==> src/rtl/gf16mpi_pkg.sv <==
package gf16mpi_pkg;

  localparam int FIELD_W = 16;
  localparam int PROD_W = 2 * FIELD_W - 1;
  localparam int RED_W = 6;
  localparam int FOLD1_W = FIELD_W - 1 + RED_W;
  localparam int HIGH2_W = FOLD1_W - FIELD_W;
  localparam int FOLD2_W = HIGH2_W + RED_W;
  localparam int CNT_W = 4;

  localparam logic [RED_W-1:0] REDUCE_LOW = 6'h2B;
  localparam logic [FIELD_W-1:0] INV_EXP = 16'hFFFE;
  localparam logic [FIELD_W-1:0] FIELD_ONE = 16'h0001;
  localparam logic [CNT_W-1:0] POW_ROUNDS_M1 = 4'd15;

  typedef enum logic [1:0] {
    OP_MUL = 2'd0,
    OP_POW = 2'd1,
    OP_INV = 2'd2
  } op_t;

  typedef enum logic [1:0] {
    S_IDLE = 2'd0,
    S_RUN  = 2'd1,
    S_HOLD = 2'd2
  } state_t;

  typedef struct packed {
    logic load;
    logic step;
    logic out_load;
    op_t  mode;
  } dp_cmd_t;

  // carry-less product folded twice by x^16 = x^5 + x^3 + x + 1
  function automatic logic [FIELD_W-1:0] gf_mul(input logic [FIELD_W-1:0] x,
                                                input logic [FIELD_W-1:0] y);
    logic [PROD_W-1:0] p;
    logic [FIELD_W-2:0] h1;
    logic [FOLD1_W-1:0] t1;
    logic [HIGH2_W-1:0] h2;
    logic [FOLD2_W-1:0] t2;
    p = '0;
    for (int i = 0; i < FIELD_W; i++) begin
      if (y[i]) begin
        p = p ^ ({{(PROD_W-FIELD_W){1'b0}}, x} << i);
      end
    end
    h1 = p[PROD_W-1:FIELD_W];
    t1 = '0;
    for (int j = 0; j < RED_W; j++) begin
      if (REDUCE_LOW[j]) begin
        t1 = t1 ^ ({{RED_W{1'b0}}, h1} << j);
      end
    end
    h2 = t1[FOLD1_W-1:FIELD_W];
    t2 = '0;
    for (int k = 0; k < RED_W; k++) begin
      if (REDUCE_LOW[k]) begin
        t2 = t2 ^ ({{RED_W{1'b0}}, h2} << k);
      end
    end
    return p[FIELD_W-1:0] ^ t1[FIELD_W-1:0] ^ {{(FIELD_W-FOLD2_W){1'b0}}, t2};
  endfunction

endpackage

==> src/rtl/gf16mpi_dp.sv <==
module gf16mpi_dp (
  input  logic                           clk,
  input  gf16mpi_pkg::dp_cmd_t           cmd,
  input  logic [gf16mpi_pkg::FIELD_W-1:0] in_operand_a,
  input  logic [gf16mpi_pkg::FIELD_W-1:0] in_operand_b,
  output logic [gf16mpi_pkg::FIELD_W-1:0] out_result
);

  logic [gf16mpi_pkg::FIELD_W-1:0] acc_r, acc_nxt;
  logic [gf16mpi_pkg::FIELD_W-1:0] base_r, base_nxt;
  logic [gf16mpi_pkg::FIELD_W-1:0] exp_r, exp_nxt;
  logic [gf16mpi_pkg::FIELD_W-1:0] res_r, res_nxt;
  logic [gf16mpi_pkg::FIELD_W-1:0] acc_step;
  logic [gf16mpi_pkg::FIELD_W-1:0] prod;
  logic [gf16mpi_pkg::FIELD_W-1:0] sq;

  assign prod = gf16mpi_pkg::gf_mul(acc_r, base_r);
  assign sq = gf16mpi_pkg::gf_mul(base_r, base_r);
  assign acc_step = exp_r[0] ? prod : acc_r;

  always_comb begin
    acc_nxt = acc_r;
    base_nxt = base_r;
    exp_nxt = exp_r;
    res_nxt = res_r;
    if (cmd.load) begin
      base_nxt = in_operand_a;
      unique case (cmd.mode)
        gf16mpi_pkg::OP_MUL: begin
          acc_nxt = in_operand_b;
          exp_nxt = gf16mpi_pkg::FIELD_ONE;
        end
        gf16mpi_pkg::OP_POW: begin
          acc_nxt = gf16mpi_pkg::FIELD_ONE;
          exp_nxt = in_operand_b;
        end
        gf16mpi_pkg::OP_INV: begin
          acc_nxt = gf16mpi_pkg::FIELD_ONE;
          exp_nxt = gf16mpi_pkg::INV_EXP;
        end
        default: begin
          acc_nxt = '0;
          exp_nxt = '0;
        end
      endcase
    end else if (cmd.step) begin
      acc_nxt = acc_step;
      base_nxt = sq;
      exp_nxt = {1'b0, exp_r[gf16mpi_pkg::FIELD_W-1:1]};
    end
    if (cmd.out_load) begin
      res_nxt = cmd.step ? acc_step : acc_r;
    end
  end

  always_ff @(posedge clk) begin
    acc_r <= acc_nxt;
    base_r <= base_nxt;
    exp_r <= exp_nxt;
    res_r <= res_nxt;
  end

  assign out_result = res_r;

endmodule

==> src/rtl/gf16mpi_ctrl.sv <==
module gf16mpi_ctrl (
  input  logic                 clk,
  input  logic                 rst_n,
  input  logic                 in_valid,
  input  logic [1:0]           in_cmd,
  output logic                 in_ready,
  output logic                 out_valid,
  input  logic                 out_ready,
  output gf16mpi_pkg::dp_cmd_t cmd
);

  gf16mpi_pkg::state_t state_r, state_nxt;
  logic [gf16mpi_pkg::CNT_W-1:0] cnt_r, cnt_nxt;
  logic out_valid_r, out_valid_nxt;
  logic out_free;
  gf16mpi_pkg::op_t op;

  assign op = gf16mpi_pkg::op_t'(in_cmd);
  assign out_free = !out_valid_r || out_ready;

  always_comb begin
    state_nxt = state_r;
    cnt_nxt = cnt_r;
    out_valid_nxt = out_valid_r && !out_ready;
    in_ready = 1'b0;
    cmd.load = 1'b0;
    cmd.step = 1'b0;
    cmd.out_load = 1'b0;
    cmd.mode = op;
    unique case (state_r)
      gf16mpi_pkg::S_IDLE: begin
        in_ready = 1'b1;
        if (in_valid) begin
          cmd.load = 1'b1;
          state_nxt = gf16mpi_pkg::S_RUN;
          unique case (op)
            gf16mpi_pkg::OP_POW,
            gf16mpi_pkg::OP_INV: cnt_nxt = gf16mpi_pkg::POW_ROUNDS_M1;
            default:             cnt_nxt = '0;
          endcase
        end
      end
      gf16mpi_pkg::S_RUN: begin
        cmd.step = 1'b1;
        if (cnt_r != '0) begin
          cnt_nxt = cnt_r - {{(gf16mpi_pkg::CNT_W-1){1'b0}}, 1'b1};
        end else if (out_free) begin
          cmd.out_load = 1'b1;
          out_valid_nxt = 1'b1;
          state_nxt = gf16mpi_pkg::S_IDLE;
        end else begin
          state_nxt = gf16mpi_pkg::S_HOLD;
        end
      end
      gf16mpi_pkg::S_HOLD: begin
        if (out_free) begin
          cmd.out_load = 1'b1;
          out_valid_nxt = 1'b1;
          state_nxt = gf16mpi_pkg::S_IDLE;
        end
      end
      default: begin
        state_nxt = gf16mpi_pkg::S_IDLE;
      end
    endcase
  end

  always_ff @(posedge clk) begin
    if (!rst_n) begin
      state_r <= gf16mpi_pkg::S_IDLE;
      cnt_r <= '0;
      out_valid_r <= 1'b0;
    end else begin
      state_r <= state_nxt;
      cnt_r <= cnt_nxt;
      out_valid_r <= out_valid_nxt;
    end
  end

  assign out_valid = out_valid_r;

`ifndef SYNTHESIS
  a_one_in_flight: assert property (@(posedge clk) disable iff (!rst_n)
    in_valid && in_ready |=> !in_ready)
    else $error("input taken while an item is in flight");

  a_hold_needs_busy_out: assert property (@(posedge clk) disable iff (!rst_n)
    state_r == gf16mpi_pkg::S_HOLD |-> out_valid_r)
    else $error("result held back while output slot free");

  a_idle_count_clear: assert property (@(posedge clk) disable iff (!rst_n)
    state_r == gf16mpi_pkg::S_IDLE |-> cnt_r == '0)
    else $error("round count left over in idle");

  a_no_overwrite: assert property (@(posedge clk) disable iff (!rst_n)
    cmd.out_load |-> out_free)
    else $error("pending result overwritten");
`endif

endmodule

==> src/rtl/gf2_16_mul_pow_inv.sv <==
// flow: multiply and the unused code run one round, power and inverse 16 rounds,
// and the result waits in the hold state while the output register is still full
// throughput: one item at a time; power and inverse each run as
// 16 square-and-multiply rounds on the shared pair of field multipliers
// a finished result sits in the output register while the next item is taken
// reset: synchronous active-low rst_n clears the controller and output valid
module gf2_16_mul_pow_inv (
  input  logic        clk,
  input  logic        rst_n,
  input  logic        in_valid,
  output logic        in_ready,
  input  logic [1:0]  in_cmd,
  input  logic [15:0] in_operand_a,
  input  logic [15:0] in_operand_b,
  output logic        out_valid,
  input  logic        out_ready,
  output logic [15:0] out_result
);

  gf16mpi_pkg::dp_cmd_t cmd;

  gf16mpi_ctrl u_ctrl (
    .clk       (clk),
    .rst_n     (rst_n),
    .in_valid  (in_valid),
    .in_cmd    (in_cmd),
    .in_ready  (in_ready),
    .out_valid (out_valid),
    .out_ready (out_ready),
    .cmd       (cmd)
  );

  gf16mpi_dp u_dp (
    .clk          (clk),
    .cmd          (cmd),
    .in_operand_a (in_operand_a),
    .in_operand_b (in_operand_b),
    .out_result   (out_result)
  );

endmodule
==> config.mk <==
export PLATFORM = sky130hd
export DESIGN_NAME = gf2_16_mul_pow_inv
export DESIGN_NICKNAME = d
export VERILOG_FILES = /design/src/rtl/gf16mpi_pkg.sv /design/src/rtl/gf16mpi_dp.sv /design/src/rtl/gf16mpi_ctrl.sv /design/src/rtl/gf2_16_mul_pow_inv.sv
export SDC_FILE = /design/constraint.sdc
export NUM_CORES = 1
export LEC_CHECK = 0
export ABC_AREA = 0
export BUFFER_PORTS_ARGS = -buffer_cell sky130_fd_sc_hd__buf_2
export CELL_PAD_IN_SITES_DETAIL_PLACEMENT = 0
export CELL_PAD_IN_SITES_GLOBAL_PLACEMENT = 1
export CORE_MARGIN = 5
export CORE_UTILIZATION = 45
export CTS_CLUSTER_SIZE = 10
export DETAILED_ROUTE_END_ITERATION = 6
export PLACE_DENSITY = 0.82
export SLEW_MARGIN = 20
export SYNTH_ARGS = -nofsm -noshare
export SYNTH_HDL_FRONTEND = slang
export SYNTH_SLANG_ARGS = --single-unit
==> constraint.sdc <==
create_clock -name clk -period 3.1 [get_ports clk]
set_input_delay 0.465 -clock clk [delete_from_list [all_inputs] [get_ports clk]]
set_output_delay 0.465 -clock clk [all_outputs]
set_load 0.02 [all_outputs]
==> metrics.txt, run 1 <==
share of layout cells above drive strength 1=15.59%; nets=970; Post-synth EDFFs=48; via density per instance=5.202; I/O pins=56; drt initial violations=585; WS Path Type=reg2reg; # resized after CTS=0; max frequency=332.6 MHz; startpoint types=register; mapped cell area=7141 um^2; final WL=21.38 mm; die height=136.0 um; Core Box Area=15710 um^2; Final ANT Viol Nets=0; CTS sink count=71; period utilisation layout=96.99%; Mean Syn Cell Area=8.198 um^2; Max-Cap Viols=0; worst path cell trace=buf_4 -> nand2_1 -> xor2_1 -> xnor2_1 -> xnor3_1 -> xnor2_1 -> xnor3_1 -> o21ai_1 -> a22o_1; Cell Count, Final, Fillers Out=1146; hold_buf cts=0; number of global-route vias before repair=5795; Slew Limit Fails=0; Cell Rows=46; CP Max Fanout=8; flop2flop setup slack=90 ps; root buffer cell=clkbuf_16; clk buf depth=2; slew at the pin closest to its max-slew limit=1001 ps; initial antenna violation count=0; PwrDens=1564 nW/um^2; initial core utilization=45.45%; Routed WL per cell=18.66 um; Critical Path AT=3290 ps; Yosys warning count=0; sequential share of the synthesized area=26.63%; synthesis-stage register bit count=71; ANT cells=0; via count=5962; Num CTS Buffers=9; Final GP Congestion=0.9434; Die X-Extent=136.0 um; TNS Setup=0 ps; LEAKAGE=3.197 nW; # H-tree levels=3; I/O Buffers=55; ys async rst share=0%; setup violators final=0; Hold WC Path Type=in2reg; hpwl dp=15.58 mm; Residual DRC=0; crit end category=register; dpl cell area=7823 um^2; worst endpoint required time=3380 ps; ys flop type=edfxtp_1; VDD IR max=1084 uV; CP max stage delay=560 ps; Mapped Cells=871; die footprint=18490 um^2; Syn Nets=916; min cycle time layout=3007 ps; clock slew at the register clock pins of the worst setup and hold paths=60 ps; relative slew slack=32.99%; Yosys cell types=37; status=completed; largest net degree at the start of global routing=40; gr ovfl total=0; first-pass GRT wire length=33.13 mm; worst clock skew=7.948 ps; Final Util=52.25%; Area Overhead vs Synth=14.98%; RSZ-0062 raised after global routing=no; placed insts=1127; Pre-Repair DR Iteration Count=5; Final Hold Viols=0; finished layout cell area=8210 um^2; Worst-Skew Late Latency=340 ps; Tot GR Track Use=23.54%; CP max-delay cell=dfxtp_1; TritonCTS clock tree=done; hold_ws=360.5 ps
layer usage:
layer / up-vias / global-route usage (%) / routed length (um) / share of wire [%]
met3: 40 / 4.885 / 1712 / 8.0
met4: 0 / 6.663 / 544 / 2.5
met2: 268 / 38.22 / 9973 / 47
met5: - / 0 / 0 / 0
li1: 2861 / - / - / -
met1: 2793 / 31.89 / 9152 / 43
worst max-delay path: cells and delay by family (launching register included):
kind                   cells  cell delay, ps
buffers and inverters      1             250
AO/OA/AOI/OAI              2             310
flip-flops                 1             560
XOR/XNOR                   5            1760
AND/OR/NAND/NOR            1              80
synth_stat cells, types with 12 or more instances:
| cell | n | share of area (%) |
|---|---|---|
| nand2_1 | 296 | 16 |
| xnor2_1 | 178 | 22 |
| xor2_1 | 57 | 7.0 |
| edfxtp_1 | 48 | 20 |
| clkbuf_1 | 38 | 2.0 |
| buf_2 | 35 | 2.5 |
| a21oi_1 | 32 | 2.2 |
| o21ai_0 | 32 | 2.2 |
| xnor3_1 | 32 | 10 |
| dfxtp_1 | 23 | 6.4 |
| nor2_1 | 16 | 0.84 |
| a22o_1 | 15 | 1.8 |
| nor2b_1 | 12 | 1.1 |
through the flow:
step / total power, W / worst slack, ps
6_report: 0.01284 / 93.22
3_5_place_dp: 0.01143 / 165.8
3_3_place_gp: 0.01134 / 218.8
5_1_grt: 0.01355 / 0.3688
2_1_floorplan: 0.009312 / 548.9
4_1_cts: 0.01277 / 78.89
power by group:
part | internal (W) | switching [W]
Sequential | 0.00143 | 0.000412
Clock | 0.000798 | 0.000447
Combinational | 0.00517 | 0.00458
cells by family (layout without fill, tap and decap cells):
family / Yosys count / in the layout / synth area share, %
AOI/OAI and AO/OA: 100 / 100 / 8.271
and+or+nand+nor: 334 / 334 / 18.35
xor gates and xnor gates: 271 / 271 / 39.93
adders and majority gates: 7 / 7 / 1.227
muxes: 1 / 1 / 0.1402
buffers and inverters: 87 / 146 / 5.450
DFF: 71 / 71 / 26.63
sequential cells by signal, indices dropped and copies added (netlist names):
register and flops:
u_ctrl.cnt_r 4, u_ctrl.out_valid 1, u_ctrl.state_r 2, u_dp.acc_r 16, u_dp.base_r 16, u_dp.exp_r 16
u_dp.out_result 16
worst paths after layout:
path	cells past startpoint	startpoint	end
hold reg to reg	2	u_dp.exp_r[7]	u_dp.exp_r[6]
setup / recovery	9	u_dp.acc_r[12]	u_dp.acc_r[1]
setup reg to reg	9	u_dp.acc_r[12]	u_dp.acc_r[1]
hold / removal	2	in_operand_b[14]	u_dp.acc_r[14]
cell type report:
cell class,count,area (um^2)
flip-flops and latches,71,1902
clock inverters,7,127.6
repair buffers,122,803.3
clock buffers,9,225.2
multi-input cells,713,4852
inverters,8,30.03
well taps,216,270.3
fillers,1499,7502
layout by cell type, fill, tap and decap left out, drive strengths merged, types with 15 or more instances in the layout:
cell type    n
xnor3       33
xnor2      181
o21ai       43
buf        122
a21oi       32
dfxtp       23
xor2        57
edfxtp      48
nor2        16
nand2      296
a22o        15
repair_timing:
item                                    4_1_cts  5_1_grt
endpoints found under the setup margin        0        2
hold endpoints to repair                      0        0
buffers inserted                              0        3
No activity file was read; power rests on OpenSTA's default activity.
==> run 2: changes to the inputs <==
--- a/config.mk
+++ b/config.mk
@@ -9,6 +9,7 @@
 export BUFFER_PORTS_ARGS = -buffer_cell sky130_fd_sc_hd__buf_2
 export CELL_PAD_IN_SITES_DETAIL_PLACEMENT = 0
 export CELL_PAD_IN_SITES_GLOBAL_PLACEMENT = 1
+export CORE_ASPECT_RATIO = 0.8
 export CORE_MARGIN = 5
 export CORE_UTILIZATION = 45
 export CTS_CLUSTER_SIZE = 10
==> constraint.sdc (replaced) <==
create_clock -name clk -period 3.1 [get_ports clk]
set_input_delay 0.465 -clock clk [delete_from_list [all_inputs] [get_ports clk]]
set_output_delay 0.465 -clock clk [all_outputs]
set_load 0.1 [all_outputs]
==> run 2 against run 1 <==
  * First-iteration DRC count is 6.7% lower
  * Via count is 0.82% lower
  * Final area decreased by 1.5%
  * Sequential cell count is the same
  * Critical path depth decreased by 1
  * Sequential share of layout area grew 0.34 points
  * Global-route usage fell by 0.60 points
  * Register-to-register slack improved by 60 ps
  * Worst hold slack got worse by 5.3 ps
  * Highest routed layer unchanged
  * Routed wire length shrank 5.6%
==> metrics.txt, run 2 (synthesis gave the netlist of run 1 again) <==
status=completed; Routed WL per cell=17.72 um (-5.0%); TNS Setup=0 ps (unchanged); Critical Path AT=3240 ps (-50 ps); post-CTS setup buffer count=0 (unchanged); Max-Cap Viols=0 (unchanged); hold_ws=355.2 ps (-5.342 ps); via count=5913 (-0.82%); worst clock skew=10.08 ps (+2.135 ps); Num CTS Buffers=9 (unchanged); hpwl dp=14.44 mm (-7.3%); Tot GR Track Use=22.93% (-0.60 points); CP max stage delay=730 ps (+170 ps); drt initial violations=546 (-6.7%); CP Max Fanout=11 (+3); Core Box Area=15700 um^2 (about the same); relative slew slack=57.41% (+24 points); Cell Rows=41 (-11%); largest net degree at the start of global routing=49 (+23%); # H-tree levels=3 (unchanged); initial antenna violation count=0 (unchanged); Area Overhead vs Synth=13.30%; number of global-route vias before repair=5851 (+0.97%); final WL=20.18 mm (-5.6%); crit end category=register; worst path cell trace=nand2_1 -> xnor2_1 -> xnor2_1 -> xnor3_1 -> xnor2_1 -> xnor3_1 -> o21ai_2 -> a22o_1; I/O Buffers=55 (unchanged); slew at the pin closest to its max-slew limit=638.0 ps (-363.4 ps); WS Path Type=reg2reg; nets=964 (-0.62%); Final ANT Viol Nets=0 (unchanged); clock slew at the register clock pins of the worst setup and hold paths=60 ps (about the same); Final Util=51.54% (-0.72 points); die footprint=18500 um^2 (about the same); worst endpoint required time=3390 ps (about the same); commonest non-fill, non-tap cell in the layout=nand2_1; Residual DRC=0 (unchanged); first-pass GRT wire length=32.66 mm (-1.4%); Hold WC Path Type=in2reg; initial core utilization=45.49% (about the same); gr ovfl total=0 (unchanged); Slew Limit Fails=0 (unchanged); share of layout cells above drive strength 1=15.04% (-0.55 points); Cell Count, Final, Fillers Out=1139 (-0.61%); Final GP Congestion=0.9083 (-3.7%); TritonCTS clock tree=done; CP max-delay cell=dfxtp_1; setup violators final=0 (unchanged); Pre-Repair DR Iteration Count=5 (unchanged); startpoint types=register; hold_buf cts=0 (unchanged); # resized after CTS=0 (unchanged); placed insts=1123 (-0.35%); Crit path top cell by count=xnor2_1; CTS sink count=71 (unchanged); die height=122.7 um (-9.8%); min cycle time layout=2946 ps (-60.63 ps); RSZ-0062 raised after global routing=no; ANT cells=0 (unchanged); clk buf depth=2 (unchanged); period utilisation layout=95.04% (-2.0 points); Die X-Extent=150.8 um (+11%); I/O pins=56 (unchanged); max frequency=339.4 MHz (+2.1%); root buffer cell=clkbuf_16; Worst-Skew Late Latency=350 ps (about the same); Final Hold Viols=0 (unchanged); via density per instance=5.191 (-0.21%); most frequent cells in the layout=nand2_1, xnor2_1, buf_4
[run 2: cell types whose count changed in the layout (fill, tap and decap cells not counted), sizes merged]
| cell | delta |
|---|---|
| clkbuf | +1 |
| inv | -1 |
| clkinv | +3 |
| buf | -6 |
| bufinv | -3 |
[run 2: per-layer routing]
layer | global-route usage [%] | vias to the layer above | routed length [um]
met4 | 5.493 | 0 | 336
met1 | 32.71 | 2821 | 9423
met5 | 0 | - | 0
met2 | 36.27 | 209 | 9039
met3 | 4.134 | 33 | 1381
li1 | - | 2850 | -
[run 2: area by class of cell]
cell class | count | area, um^2
multi-input cells | 713 | 4857
clock buffers | 10 | 229.0
well taps | 215 | 269.0
repair buffers | 116 | 758.2
inverters | 8 | 30.03
fillers | 1570 | 7607
clock inverters | 6 | 45.04
flip-flops and latches | 71 | 1902
[run 2: worst paths after layout]
path | from | to | slack (ps) | cells past startpoint
setup / recovery | u_dp.acc_r[14] | u_dp.acc_r[3] | 150 | 8
setup reg to reg | u_dp.acc_r[14] | u_dp.acc_r[3] | 150 | 8
hold / removal | in_operand_b[14] | u_dp.acc_r[14] | 360 | 2
hold reg to reg | u_dp.exp_r[13] | u_dp.exp_r[12] | 520 | 2
[run 2: worst max-delay path, delay by kind of cell, from the launching register on]
kind	cells	cell delay [ps]
XOR/XNOR	5	1730
flip-flops	1	730
AND/OR/NAND/NOR	1	170
AO/OA/AOI/OAI	2	270
[run 2: through the flow]
stage          area [um^2]  setup slack [ps]
6_report              8090             153.8
5_1_grt               8090             42.12
4_1_cts               8090             211.7
3_5_place_dp          7816             222.7
3_3_place_gp          7816             279.0
2_1_floorplan         7141             191.1
Power of run 2 is not shown: default switching activity piles up to over one toggle a cycle in this logic, so the estimate is an artifact.
